[config.mk]
export PLATFORM = sky130hd
export DESIGN_NAME = burner_ignition_sequencer_flat
export DESIGN_NICKNAME = d
export VERILOG_FILES = /design/src/sv/bis_pkg.sv /design/src/sv/bis_in_if.sv /design/src/sv/bis_out_if.sv /design/src/sv/bis_cfg_if.sv /design/src/sv/bis_cfg_regs.sv /design/src/sv/bis_core.sv /design/src/sv/burner_ignition_sequencer.sv /design/src/flat_wrapper.sv
export SDC_FILE = /design/constraint.sdc
export NUM_CORES = 1
export LEC_CHECK = 0
export BUFFER_PORTS_ARGS = -buffer_cell sky130_fd_sc_hd__clkbuf_2
export CELL_PAD_IN_SITES_DETAIL_PLACEMENT = 0
export CELL_PAD_IN_SITES_GLOBAL_PLACEMENT = 1
export CORE_MARGIN = 2
export CORE_UTILIZATION = 30
export CTS_CLUSTER_SIZE = 25
export DETAILED_ROUTE_END_ITERATION = 10
export PLACE_DENSITY = 0.65
export SLEW_MARGIN = 0
export SYNTH_ARGS = -nofsm -noshare
export SYNTH_HDL_FRONTEND = slang
export SYNTH_SLANG_ARGS = --single-unit
export TNS_END_PERCENT = 5
[constraint.sdc]
create_clock -name clk -period 11.5 [get_ports clk]
set_input_delay 1.725 -clock clk [delete_from_list [all_inputs] [get_ports clk]]
set_output_delay 1.725 -clock clk [all_outputs]
set_load 0.03 [all_outputs]
[src/sv/bis_pkg.sv]
package bis_pkg;

  // widest timing register, used for the shared limit path
  localparam int LIMIT_W    = 20;
  localparam int PHASE_W    = 4;
  localparam int CFG_IDX_W  = 4;
  localparam int CFG_DATA_W = 20;

  localparam logic [15:0] PRESSURE_WAIT_RST  = 16'd3000;
  localparam logic [11:0] RELAY_SETTLE_RST   = 12'd300;
  localparam logic [15:0] SPARK_RST          = 16'd2000;
  localparam logic [11:0] FLAME_CONFIRM_RST  = 12'd200;
  localparam logic [11:0] FLAME_LOSS_RST     = 12'd500;
  localparam logic [11:0] STOP_HOLD_RST      = 12'd500;
  localparam logic [7:0]  STOP_WINDOW_RST    = 8'd200;
  localparam logic [19:0] COOLDOWN_RST       = 20'd120000;

  typedef struct packed {
    logic [15:0] pressure_wait_ms;
    logic [11:0] relay_settle_ms;
    logic [15:0] spark_ms;
    logic [11:0] flame_confirm_ms;
    logic [11:0] flame_loss_ms;
    logic [11:0] stop_hold_ms;
    logic [7:0]  stop_window_ms;
    logic [19:0] cooldown_ms;
  } cfg_t;

endpackage

[src/sv/bis_in_if.sv]
interface bis_in_if;
  logic valid;
  logic ready;
  logic flame_sense_n;
  logic stop_pressed;

  modport source (output valid, flame_sense_n, stop_pressed, input ready);
  modport sink (input valid, flame_sense_n, stop_pressed, output ready);
endinterface

[src/sv/bis_out_if.sv]
interface bis_out_if;
  logic                        valid;
  logic                        ready;
  logic                        fuel_valve;
  logic                        ignition_drive;
  logic                        latch_relay;
  logic                        debug_flag;
  logic [bis_pkg::PHASE_W-1:0] phase;

  modport source (
    output valid, fuel_valve, ignition_drive, latch_relay, debug_flag, phase,
    input ready
  );
  modport sink (
    input valid, fuel_valve, ignition_drive, latch_relay, debug_flag, phase,
    output ready
  );
endinterface

[src/sv/bis_cfg_if.sv]
interface bis_cfg_if;
  logic                           valid;
  logic                           ready;
  logic [bis_pkg::CFG_IDX_W-1:0]  index;
  logic [bis_pkg::CFG_DATA_W-1:0] data;

  modport source (output valid, index, data, input ready);
  modport sink (input valid, index, data, output ready);
endinterface

[src/sv/bis_cfg_regs.sv]
module bis_cfg_regs (
  input  logic           clk,
  input  logic           rst,
  bis_cfg_if.sink        cfg,
  output bis_pkg::cfg_t  regs
);

  localparam logic [bis_pkg::CFG_IDX_W-1:0] IDX_PRESSURE_WAIT = 4'd0;
  localparam logic [bis_pkg::CFG_IDX_W-1:0] IDX_RELAY_SETTLE  = 4'd1;
  localparam logic [bis_pkg::CFG_IDX_W-1:0] IDX_SPARK         = 4'd2;
  localparam logic [bis_pkg::CFG_IDX_W-1:0] IDX_FLAME_CONFIRM = 4'd3;
  localparam logic [bis_pkg::CFG_IDX_W-1:0] IDX_FLAME_LOSS    = 4'd4;
  localparam logic [bis_pkg::CFG_IDX_W-1:0] IDX_STOP_HOLD     = 4'd5;
  localparam logic [bis_pkg::CFG_IDX_W-1:0] IDX_STOP_WINDOW   = 4'd6;
  localparam logic [bis_pkg::CFG_IDX_W-1:0] IDX_COOLDOWN      = 4'd7;

  assign cfg.ready = 1'b1;

  always_ff @(posedge clk) begin
    if (rst) begin
      regs.pressure_wait_ms <= bis_pkg::PRESSURE_WAIT_RST;
      regs.relay_settle_ms  <= bis_pkg::RELAY_SETTLE_RST;
      regs.spark_ms         <= bis_pkg::SPARK_RST;
      regs.flame_confirm_ms <= bis_pkg::FLAME_CONFIRM_RST;
      regs.flame_loss_ms    <= bis_pkg::FLAME_LOSS_RST;
      regs.stop_hold_ms     <= bis_pkg::STOP_HOLD_RST;
      regs.stop_window_ms   <= bis_pkg::STOP_WINDOW_RST;
      regs.cooldown_ms      <= bis_pkg::COOLDOWN_RST;
    end else if (cfg.valid) begin
      // writes past the register list are dropped
      case (cfg.index)
        IDX_PRESSURE_WAIT: regs.pressure_wait_ms <= cfg.data[15:0];
        IDX_RELAY_SETTLE:  regs.relay_settle_ms  <= cfg.data[11:0];
        IDX_SPARK:         regs.spark_ms         <= cfg.data[15:0];
        IDX_FLAME_CONFIRM: regs.flame_confirm_ms <= cfg.data[11:0];
        IDX_FLAME_LOSS:    regs.flame_loss_ms    <= cfg.data[11:0];
        IDX_STOP_HOLD:     regs.stop_hold_ms     <= cfg.data[11:0];
        IDX_STOP_WINDOW:   regs.stop_window_ms   <= cfg.data[7:0];
        IDX_COOLDOWN:      regs.cooldown_ms      <= cfg.data[19:0];
        default: ;
      endcase
    end
  end

endmodule

[src/sv/bis_core.sv]
module bis_core #(
  parameter int TIMER_BITS = 20
) (
  input  logic          clk,
  input  logic          rst,
  input  bis_pkg::cfg_t regs,
  bis_in_if.sink        tick,
  bis_out_if.source     result
);

  localparam int WIDE_W = (TIMER_BITS > bis_pkg::LIMIT_W) ? TIMER_BITS : bis_pkg::LIMIT_W;

  typedef enum logic [bis_pkg::PHASE_W-1:0] {
    PH_PRESSURE    = 4'd0,
    PH_IGN_SETTLE  = 4'd1,
    PH_SPARK       = 4'd2,
    PH_FLAME_WAIT  = 4'd3,
    PH_CONFIRM     = 4'd4,
    PH_SETTLE      = 4'd5,
    PH_RUN         = 4'd6,
    PH_LOSS        = 4'd7,
    PH_HOLD        = 4'd8,
    PH_WINDOW      = 4'd9,
    PH_FUEL_SETTLE = 4'd10,
    PH_COOLDOWN    = 4'd11,
    PH_HALTED      = 4'd12
  } phase_t;

  typedef struct packed {
    logic                        fuel_valve;
    logic                        ignition_drive;
    logic                        latch_relay;
    logic                        debug_flag;
    logic [bis_pkg::PHASE_W-1:0] phase;
  } res_t;

  phase_t                  phase, phase_next;
  logic [TIMER_BITS-1:0]   phase_timer, phase_timer_next;
  logic [7:0]              window_count, window_count_next;
  logic                    debug_reg, debug_reg_next;

  logic                    out_valid, skid_valid;
  res_t                    out_res, skid_res;
  res_t                    res_new;

  logic                    accept, drain;
  logic                    flame, stop;

  logic [bis_pkg::LIMIT_W-1:0] limit;
  logic [WIDE_W-1:0]           lim_wide, tmax_wide;
  logic [TIMER_BITS-1:0]       lim, timer_inc;
  logic                        expired;

  assign tick.ready = !skid_valid;
  assign accept     = tick.valid && !skid_valid;
  assign drain      = out_valid && result.ready;
  assign flame      = !tick.flame_sense_n;
  assign stop       = tick.stop_pressed;

  // limit of the current timed phase, clamped to what the timer can hold
  always_comb begin
    case (phase)
      PH_PRESSURE:    limit = bis_pkg::LIMIT_W'(regs.pressure_wait_ms);
      PH_IGN_SETTLE:  limit = bis_pkg::LIMIT_W'(regs.relay_settle_ms);
      PH_SPARK:       limit = bis_pkg::LIMIT_W'(regs.spark_ms);
      PH_CONFIRM:     limit = bis_pkg::LIMIT_W'(regs.flame_confirm_ms);
      PH_SETTLE:      limit = bis_pkg::LIMIT_W'(regs.relay_settle_ms);
      PH_LOSS:        limit = bis_pkg::LIMIT_W'(regs.flame_loss_ms);
      PH_HOLD:        limit = bis_pkg::LIMIT_W'(regs.stop_hold_ms);
      PH_FUEL_SETTLE: limit = bis_pkg::LIMIT_W'(regs.relay_settle_ms);
      PH_COOLDOWN:    limit = regs.cooldown_ms;
      default:        limit = '0;
    endcase
    lim_wide  = WIDE_W'(limit);
    tmax_wide = WIDE_W'({TIMER_BITS{1'b1}});
    lim       = (lim_wide > tmax_wide) ? TIMER_BITS'(tmax_wide) : TIMER_BITS'(lim_wide);
    timer_inc = (phase_timer < lim) ? phase_timer + 1'b1 : phase_timer;
    expired   = timer_inc >= lim;
  end

  always_comb begin
    phase_next        = phase;
    phase_timer_next  = phase_timer;
    window_count_next = window_count;
    debug_reg_next    = debug_reg;

    case (phase)
      PH_PRESSURE, PH_IGN_SETTLE, PH_SPARK, PH_SETTLE, PH_HOLD,
      PH_FUEL_SETTLE, PH_COOLDOWN: begin
        phase_timer_next = timer_inc;
        if (expired) begin
          phase_timer_next = '0;
          case (phase)
            PH_PRESSURE:    phase_next = PH_IGN_SETTLE;
            PH_IGN_SETTLE:  phase_next = PH_SPARK;
            PH_SPARK:       phase_next = PH_FLAME_WAIT;
            PH_SETTLE:      phase_next = PH_RUN;
            PH_HOLD: begin
              phase_next        = PH_WINDOW;
              window_count_next = '0;
            end
            PH_FUEL_SETTLE: phase_next = PH_COOLDOWN;
            default:        phase_next = PH_HALTED;
          endcase
        end
      end
      PH_FLAME_WAIT: begin
        if (flame) begin
          phase_next       = PH_CONFIRM;
          phase_timer_next = '0;
        end
      end
      PH_CONFIRM: begin
        phase_timer_next = timer_inc;
        if (expired) begin
          phase_timer_next = '0;
          phase_next       = flame ? PH_SETTLE : PH_FLAME_WAIT;
        end
      end
      PH_RUN: begin
        debug_reg_next = 1'b0;
        if (!flame) begin
          phase_next       = PH_LOSS;
          phase_timer_next = '0;
        end else if (stop) begin
          debug_reg_next   = 1'b1;
          phase_next       = PH_HOLD;
          phase_timer_next = '0;
        end
      end
      PH_LOSS: begin
        phase_timer_next = timer_inc;
        if (expired) begin
          phase_timer_next = '0;
          // no flame: fuel settle; flame is back: same stop check as in run
          if (!flame) begin
            phase_next = PH_FUEL_SETTLE;
          end else if (stop) begin
            debug_reg_next = 1'b1;
            phase_next     = PH_HOLD;
          end else begin
            phase_next = PH_RUN;
          end
        end
      end
      PH_WINDOW: begin
        if (window_count >= regs.stop_window_ms) begin
          phase_next       = PH_RUN;
          phase_timer_next = '0;
        end else if (stop) begin
          phase_next       = PH_COOLDOWN;
          phase_timer_next = '0;
        end else begin
          window_count_next = window_count + 8'd1;
        end
      end
      default: ;
    endcase
  end

  always_comb begin
    res_new.fuel_valve     = phase_next inside {[PH_FLAME_WAIT:PH_WINDOW]};
    res_new.ignition_drive = phase_next inside {[PH_IGN_SETTLE:PH_CONFIRM]};
    res_new.latch_relay    = phase_next inside {[PH_RUN:PH_COOLDOWN]};
    res_new.debug_flag     = debug_reg_next;
    res_new.phase          = phase_next;
  end

  always_ff @(posedge clk) begin
    if (rst) begin
      phase        <= PH_PRESSURE;
      phase_timer  <= '0;
      window_count <= '0;
      debug_reg    <= 1'b0;
    end else if (accept) begin
      phase        <= phase_next;
      phase_timer  <= phase_timer_next;
      window_count <= window_count_next;
      debug_reg    <= debug_reg_next;
    end
  end

  // result register plus one skid slot
  always_ff @(posedge clk) begin
    if (rst) begin
      out_valid  <= 1'b0;
      skid_valid <= 1'b0;
    end else if (accept) begin
      if (!out_valid || drain) begin
        out_valid <= 1'b1;
        out_res   <= res_new;
      end else begin
        skid_valid <= 1'b1;
        skid_res   <= res_new;
      end
    end else if (drain) begin
      if (skid_valid) begin
        out_res    <= skid_res;
        skid_valid <= 1'b0;
      end else begin
        out_valid <= 1'b0;
      end
    end
  end

  assign result.valid          = out_valid;
  assign result.fuel_valve     = out_res.fuel_valve;
  assign result.ignition_drive = out_res.ignition_drive;
  assign result.latch_relay    = out_res.latch_relay;
  assign result.debug_flag     = out_res.debug_flag;
  assign result.phase          = out_res.phase;

endmodule

[src/sv/burner_ignition_sequencer.sv]
// channel   dir   payload                                                   transaction
// tick      in    flame_sense_n, stop_pressed                               one 1 ms tick
// result    out   fuel_valve, ignition_drive, latch_relay, debug_flag, phase one per tick
// cfg       in    index, data                                               register write
//
// one tick per cycle while tick ready holds; its result is registered in the result
// register, or in the skid slot while that one is held. the phase update is one pass
// of next-state logic between the state registers and the result register.
// rst (synchronous) restores register defaults and the pressure wait phase.
// a stalled result waits in the result register with one skid slot behind it;
// tick ready drops only when both hold results. cfg is always ready.
module burner_ignition_sequencer #(
  parameter int TIMER_BITS = 20
) (
  input  logic      clk,
  input  logic      rst,
  bis_in_if.sink    tick,
  bis_out_if.source result,
  bis_cfg_if.sink   cfg
);

  bis_pkg::cfg_t regs;

  bis_cfg_regs u_cfg_regs (
    .clk  (clk),
    .rst  (rst),
    .cfg  (cfg),
    .regs (regs)
  );

  bis_core #(
    .TIMER_BITS (TIMER_BITS)
  ) u_core (
    .clk    (clk),
    .rst    (rst),
    .regs   (regs),
    .tick   (tick),
    .result (result)
  );

endmodule

[src/flat_wrapper.sv]
// flat-port wrapper written by rule: the top's interface ports become plain ports
module burner_ignition_sequencer_flat 
#(
  parameter int TIMER_BITS = 20
)
  (clk, rst, tick_valid, tick_flame_sense_n, tick_stop_pressed, tick_ready, result_valid, result_fuel_valve, result_ignition_drive, result_latch_relay, result_debug_flag, result_phase, result_ready, cfg_valid, cfg_index, cfg_data, cfg_ready);
  bis_in_if tick_i ();
  bis_out_if result_i ();
  bis_cfg_if cfg_i ();
  input  logic clk;
  input  logic rst;
  input wire logic [$bits(tick_i.valid)-1:0] tick_valid;
  input wire logic [$bits(tick_i.flame_sense_n)-1:0] tick_flame_sense_n;
  input wire logic [$bits(tick_i.stop_pressed)-1:0] tick_stop_pressed;
  output wire logic [$bits(tick_i.ready)-1:0] tick_ready;
  output wire logic [$bits(result_i.valid)-1:0] result_valid;
  output wire logic [$bits(result_i.fuel_valve)-1:0] result_fuel_valve;
  output wire logic [$bits(result_i.ignition_drive)-1:0] result_ignition_drive;
  output wire logic [$bits(result_i.latch_relay)-1:0] result_latch_relay;
  output wire logic [$bits(result_i.debug_flag)-1:0] result_debug_flag;
  output wire logic [$bits(result_i.phase)-1:0] result_phase;
  input wire logic [$bits(result_i.ready)-1:0] result_ready;
  input wire logic [$bits(cfg_i.valid)-1:0] cfg_valid;
  input wire logic [$bits(cfg_i.index)-1:0] cfg_index;
  input wire logic [$bits(cfg_i.data)-1:0] cfg_data;
  output wire logic [$bits(cfg_i.ready)-1:0] cfg_ready;
  assign tick_i.valid = tick_valid;
  assign tick_i.flame_sense_n = tick_flame_sense_n;
  assign tick_i.stop_pressed = tick_stop_pressed;
  assign tick_ready = tick_i.ready;
  assign result_valid = result_i.valid;
  assign result_fuel_valve = result_i.fuel_valve;
  assign result_ignition_drive = result_i.ignition_drive;
  assign result_latch_relay = result_i.latch_relay;
  assign result_debug_flag = result_i.debug_flag;
  assign result_phase = result_i.phase;
  assign result_i.ready = result_ready;
  assign cfg_i.valid = cfg_valid;
  assign cfg_i.index = cfg_index;
  assign cfg_i.data = cfg_data;
  assign cfg_ready = cfg_i.ready;
  burner_ignition_sequencer #(.TIMER_BITS(TIMER_BITS)) u_core (.clk(clk), .rst(rst), .tick(tick_i), .result(result_i), .cfg(cfg_i));
endmodule
==> reports/summary.txt, run 1 <==
P_sw: 0.3587 mW
Initial antenna violation count: 1
CP Data Required Time: 11,690 ps
Final Cell Area: 9716 um2
Placement Cell Area: 9097 um2
CTS tree: yes
Clk slew on worst S/H paths: 70 ps
Final TNS setup: 0 ps
Clk_skew: 17.08 ps
Storage element area: 3343 um2
Vias/cell: 5.041
Slew @ Worst Pin: 1247 ps
Global-route wire length before repair: 39.75 mm
Clk_lat worst skew: 440 ps
Rel. slew slack: 0.1639
Fillers: 3,003
Maxcap violations: 0
Largest registers: u_core.u_cfg_regs.regs: 108 flops, u_core.u_core.phase_timer: 20 flops
Maximum VDD drop: 0.06553 mV
Leak: 3.856 nW
WL final: 24.73 mm
Core ar.: 28,470 um2
Clock Power Share: 0.452
Die Span X: 173.4 um
DR vias: 7,310
Fmax: 0.1217 GHz
Hold path depth: 2
Sequential share of the synthesized area: 0.3883
Crit Reg-Reg Startpoint: u_core.u_core.phase[1]$_SDFFE_PP0P_
Final hold viol count: 0
Cells on worst reg2reg path: 25
Largest net degree at the start of global routing: 89
Share of cells above drive strength 1: 0.09014
Multi-input logic area: 4865 um2
Post-CTS Resized: 0
Ys flop type: dfxtp_1
Pre-antenna DRT Iters: 8
Switching share of total power: 0.2657
CTS max path bufs: 2
Total gr overflow: 0
Part of the power in combinational logic: 0.117
Setup bufs post-CTS: 0
Placed cells: 1,419
Initial Util: 0.3024
# port buffers: 40
Sequential fraction of design power: 0.430
Syn avg cell area: 8.161 um2
Most frequent cells in the layout: nand2_1, dfxtp_1, nor2_1
Post-Syn Nets: 1,133
FP Rows: 62
Final min period: 8215 ps
Number of flip-flops in the largest register: 108
CP endpoint kind: flip-flop
Yosys warns: 0
Syn Inst Count: 1,055
# clock sinks: 159
Hold WC Path Type: reg2reg
Die ar.: 30,070 um2
Final setup vio count: 0
RSZ-0062 raised after global routing: no
Reg2reg end: u_core.u_core.result.latch_relay$_DFFE_PP_
EDFF count, synth: 16
Final GP Congestion: 0.7829
Wire length per cell: 17.06 um
Tcrit/Tclk final: 0.7144
Worst Path Arrival: 8410 ps
HPWL Detailed: 16.39 mm
Int Power: 0.9912 mW
H-tree depth: 4
Setup WS pre-CTS: 3434 ps
DRT antenna net count: 0
Hold_buf cts: 0
Die H: 173.4 um
Slew Viols, Final: 0
Cell Area, Synth: 8610 um2
PD cells: 138.9 nW/um2
Final #Nets: 1,132
Finished Core Util: 0.3413
Commonest non-fill, non-tap cell in the layout: nand2_1
Worst Hold Launch: u_core.u_cfg_regs.regs[8]$_SDFFE_PP0P_
Area Overhead vs Synth: 12.85%
Ports: 42
Worst setup SP type: flip-flop
Setup slack, reg-to-reg: 3280 ps
Async SR Flop Fraction: 0
DRC: 0
WS Path Type: reg2reg
Vias in the first global route: 6,970
Outcome: finished, final reports clean
Count of different cell masters after synthesis: 64
Fin cells: 1,450
CTS Buf Count: 17
Final setup margin: 3285 ps
Crit-path max FO: 22
Root Buffer: clkbuf_16
Hold Path Sink: u_core.u_cfg_regs.regs[8]$_SDFFE_PP0P_
DRT iter0 DRCs: 526
Overall global routing resource usage: 0.1650
Register bit total from synthesis: 159
Most flops, register: u_core.u_cfg_regs.regs
==> worst max path at each step <==
| stage | endpoint | start | slack [ps] |
|---|---|---|---|
| 6_report | u_core.u_core.result.latch_relay$_DFFE_PP_ | u_core.u_core.phase[1]$_SDFFE_PP0P_ | 3280 |
| 5_1_grt | u_core.u_core.result.latch_relay$_DFFE_PP_ | u_core.u_core.phase[1]$_SDFFE_PP0P_ | 2670 |
| 4_1_cts | u_core.u_core.result.latch_relay$_DFFE_PP_ | u_core.u_core.phase[1]$_SDFFE_PP0P_ | 3370 |
| 3_5_place_dp | u_core.u_core.result.latch_relay$_DFFE_PP_ | u_core.u_core.phase[1]$_SDFFE_PP0P_ | 3430 |
| 3_3_place_gp | u_core.u_core.result.latch_relay$_DFFE_PP_ | u_core.u_core.phase[1]$_SDFFE_PP0P_ | 3530 |
| 2_1_floorplan | u_core.u_core.result.latch_relay$_DFFE_PP_ | u_core.u_core.phase[2]$_SDFFE_PP0P_ | 4960 |
==> cells in the mapped netlist, types with 7 or more instances <==
cell,n,area share
nor2b_1,12,0.0087
and3_1,24,0.017
inv_1,33,0.014
nand3_1,17,0.0099
a211oi_1,8,0.0070
xor2_1,14,0.014
a21oi_1,86,0.050
a22oi_1,27,0.024
mux2i_1,21,0.024
dfxtp_1,143,0.33
nand4_1,9,0.0065
a21o_1,18,0.016
nand3b_1,41,0.036
o21ai_0,30,0.017
xnor2_1,11,0.011
ha_1,47,0.068
a22o_1,7,0.0071
edfxtp_1,16,0.056
nor3_1,22,0.013
nand2_1,206,0.090
clkbuf_1,57,0.025
a222oi_1,14,0.016
nor2_1,89,0.039
o21a_1,7,0.0061
a211o_1,14,0.014
==> metrics by stage <==
stage,hold slack (ps),total power [mW]
after detailed placement,446.6,0.7511
final,456.7,1.350
after floorplan,432.9,0.7019
after global placement,441.5,0.7502
after global routing,471.3,1.403
after CTS,455.6,1.361
==> kinds of logic (layout without fill, tap and decap cells) <==
logic type               count (synthesis)  count (layout)  synth area share
XOR/XNOR                                25              25           0.02543
adder cells (fa/ha/maj)                 48              48           0.06947
other                                    1               2         0.0004356
AND/OR/NAND/NOR                        453             453            0.2482
multiplexers                            22              22           0.02572
flip-flops                             159             159            0.3883
buffers and inverters                  104             114           0.04898
AO/OA/AOI/OAI                          243             243            0.1934
==> critical path, stage by stage (launching register included) <==
cell and delay [ps]:
dfxtp_1 760, nand2_1 340, nor2_1 1010, a222oi_1 240
and3_1 260, ha_1 290, a21o_1 190, o21a_1 180
a2111oi_2 390, o211ai_2 200, nor4b_2 490, and2_1 290
nand2_1 130, xnor2_1 150, ha_1 290, a21o_1 160
a31oi_1 210, o211ai_1 140, a211o_1 270, nor4_2 540
or3_1 420, a211oi_1 150, nor2_1 290, inv_1 130
a21o_1 180, mux2_2 260
==> power groups by stage <==
stage               logic [mW]  registers (mW)  clock network (mW)
global route             0.175           0.582               0.645
floorplan                0.108           0.594                   0
CTS                      0.159           0.581               0.622
detailed placement       0.158           0.594                   0
finish                   0.158           0.581               0.611
global placement         0.157           0.594                   0
==> layer usage <==
metal / GRT usage / share of wire
met5: 0 / 0
met4: 0.03496 / 0.0083
met3: 0.02873 / 0.037
met2: 0.2573 / 0.45
met1: 0.2382 / 0.50
==> final cells by class <==
class,count,area share
Antenna cell,1,0.0002576
Clock buffer,22,0.04997
Clock inverter,8,0.01339
Inverter,33,0.01275
Multi-Input combinational cell,792,0.5007
Sequential cell,159,0.3441
Tap cell,384,0.04945
Timing Repair Buffer,51,0.02936
No activity file was read; power rests on OpenSTA's default activity.
==> run 2: changes to the inputs <==
- PLACE_DENSITY: 0.65 -> 0.68
- clock period: 11.5 -> 7.25 ns (I/O delays scaled with it)
==> run 2 against run 1 <==
Compared with the run above:
- utilization increased by 0.23 points
- cell count up 1.1%
- die area did not move
- worst setup slack lost 2700 ps
- sequential share of layout area down 0.23 points
==> reports/summary.txt, run 2 (synthesis gave the netlist of run 1 again) <==
Outcome: finished, final reports clean
Placement Cell Area: 9233 um2
CP endpoint kind: flip-flop
Final TNS setup: 0 ps
WP depth: 25
Worst setup SP type: flip-flop
HPWL Detailed: 16.96 mm
Switching share of total power: 0.2758
Final Cell Area: 9782 um2
Cells on worst reg2reg path: 25
WS Path Type: reg2reg
Crit Reg-Reg Startpoint: u_core.u_core.phase[0]$_SDFFE_PP0P_
Setup bufs post-CTS: 0
Fin cells: 1,466
Final setup vio count: 0
Tcrit/Tclk final: 0.9151
H-tree depth: 4
Crit path largest cell delay: 530 ps
Hold path depth: 2
Share of cells above drive strength 1: 0.1054
Number of flip-flops in the largest register: 108
Die H: 173.4 um
Clk_skew: 9.947 ps
Vias in the first global route: 7,133
Area Overhead vs Synth: 13.62%
Reg2reg end: u_core.u_core.phase_timer[19]$_SDFFE_PP0P_
Die ar.: 30,070 um2
Wire length per cell: 16.94 um
Maxcap violations: 0
CTS Buf Count: 17
Maximum VDD drop: 0.1342 mV
Most frequent cells in the layout: nand2_1, dfxtp_1, nor2_1
Most flops, register: u_core.u_cfg_regs.regs
Part of the power in combinational logic: 0.129
Pre-antenna DRT Iters: 5
Root Buffer: clkbuf_16
Clk_lat worst skew: 430 ps
Core ar.: 28,470 um2
Initial Util: 0.3024
Ant. Diodes: 0
DRT iter0 DRCs: 540
P_sw: 0.5590 mW
Worst Path Buf+Inv: 2
# clock sinks: 159
DRT antenna net count: 0
Hold Path Sink: u_core.u_cfg_regs.regs[17]$_SDFFE_PP0P_
CP Data Required Time: 7610 ps
Die Span X: 173.4 um
Commonest non-fill, non-tap cell in the layout: nand2_1
Sequential fraction of design power: 0.454
Rel. slew slack: 0.2784
# port buffers: 40
Worst Path Arrival: 6990 ps
Clock Power Share: 0.418
Hold WC Path Type: reg2reg
Total gr overflow: 0
Fmax: 0.1507 GHz
Setup slack, reg-to-reg: 620 ps
Ports: 42
Clk slew on worst S/H paths: 70 ps
Critical path's slowest cell: or3_1
Slew @ Worst Pin: 1079 ps
Final hold viol count: 0
DR vias: 7,383
Int Power: 1.468 mW
Largest net degree at the start of global routing: 104
Vias/cell: 5.036
Global-route wire length before repair: 40.06 mm
Setup WS pre-CTS: 514.1 ps
Crit-path max FO: 12
Final min period: 6635 ps
Final GP Congestion: 0.8247
RSZ-0062 raised after global routing: no
CTS tree: yes
DRC: 0
Final #Nets: 1,150
Largest registers: u_core.u_cfg_regs.regs: 108 flops, u_core.u_core.phase_timer: 20 flops
Finished Core Util: 0.3436
PD cells: 207.2 nW/um2
Overall global routing resource usage: 0.1671
Worst Hold Launch: u_core.u_cfg_regs.regs[17]$_SDFFE_PP0P_
Leak: 3.924 nW
CTS max path bufs: 2
WL final: 24.83 mm
Final setup margin: 615.2 ps
Slew Viols, Final: 0
CP top delay family: simple AND/OR/NAND/NOR gates
Initial antenna violation count: 0
FP Rows: 62
Placed cells: 1,436
[run 2: metal layers]
metal	up-vias	track usage	share of wire
met1	3473	0.2355	0.50
met3	21	0.02982	0.039
li1	3753	-	-
met5	-	0	0
met4	0	0.04343	0.012
met2	136	0.2633	0.45
[run 2: repair_timing]
action / in CTS / in global routing
endpoints found under the setup margin: 0 / 7
hold buffers: 0 / 0
gates resized for setup: 0 / 3
[run 2: area by class of cell]
| cell class | instances | area [um2] |
|---|---|---|
| fill | 3007 | 18690 |
| multi-input combinational | 792 | 4876 |
| timing repair buffer | 69 | 432.9 |
| clock inverter | 10 | 92.59 |
| tap | 384 | 480.5 |
| inverter | 33 | 123.9 |
| clock buffer | 19 | 432.9 |
| sequential | 159 | 3343 |
[run 2: power groups by stage]
stage	clock [mW]	sequential, mW	combinational, mW
floorplan	0	0.942	0.172
global placement	0	0.939	0.259
detailed placement	0	0.939	0.259
CTS	0.860	0.919	0.261
global route	0.896	0.921	0.290
finish	0.846	0.919	0.261
[run 2: worst max path at each step]
stage / from / end
after floorplan: u_core.u_core.phase[2]$_SDFFE_PP0P_ / u_core.u_core.result.latch_relay$_DFFE_PP_
after global placement: u_core.u_core.phase[3]$_SDFFE_PP0P_ / u_core.u_core.result.latch_relay$_DFFE_PP_
after detailed placement: u_core.u_core.phase[0]$_SDFFE_PP0P_ / u_core.u_core.result.latch_relay$_DFFE_PP_
after CTS: u_core.u_core.phase[0]$_SDFFE_PP0P_ / u_core.u_core.result.latch_relay$_DFFE_PP_
after global routing: u_core.u_core.phase[0]$_SDFFE_PP0P_ / u_core.u_core.result.latch_relay$_DFFE_PP_
final: u_core.u_core.phase[0]$_SDFFE_PP0P_ / u_core.u_core.phase_timer[19]$_SDFFE_PP0P_
[run 2: worst register-to-register path, stage by stage, from the launching register on]
cell       delay [ps]
dfxtp_1           470
or2b_1            260
o2bb2ai_2          90
buf_4             200
a222oi_1          330
and3_1            290
ha_1              270
a21oi_1           140
o21ai_0           150
a2111oi_2         400
o211ai_2          220
nor4b_4           410
and2_1            260
nand2_1           130
xnor2_1           150
ha_1              290
a21o_1            160
a31oi_1           220
o211ai_1          150
a211o_1           280
nor4_2            320
buf_4             180
o31ai_1            70
or3_1             530
or4_1             450
a21oi_1           140
[run 2: metrics by stage]
stage                     power, mW  hold WS (ps)
after floorplan               1.113         432.9
after global placement        1.198         442.9
after detailed placement      1.198         447.2
after CTS                     2.041         456.5
after global routing          2.108         474.0
final                         2.027         455.2
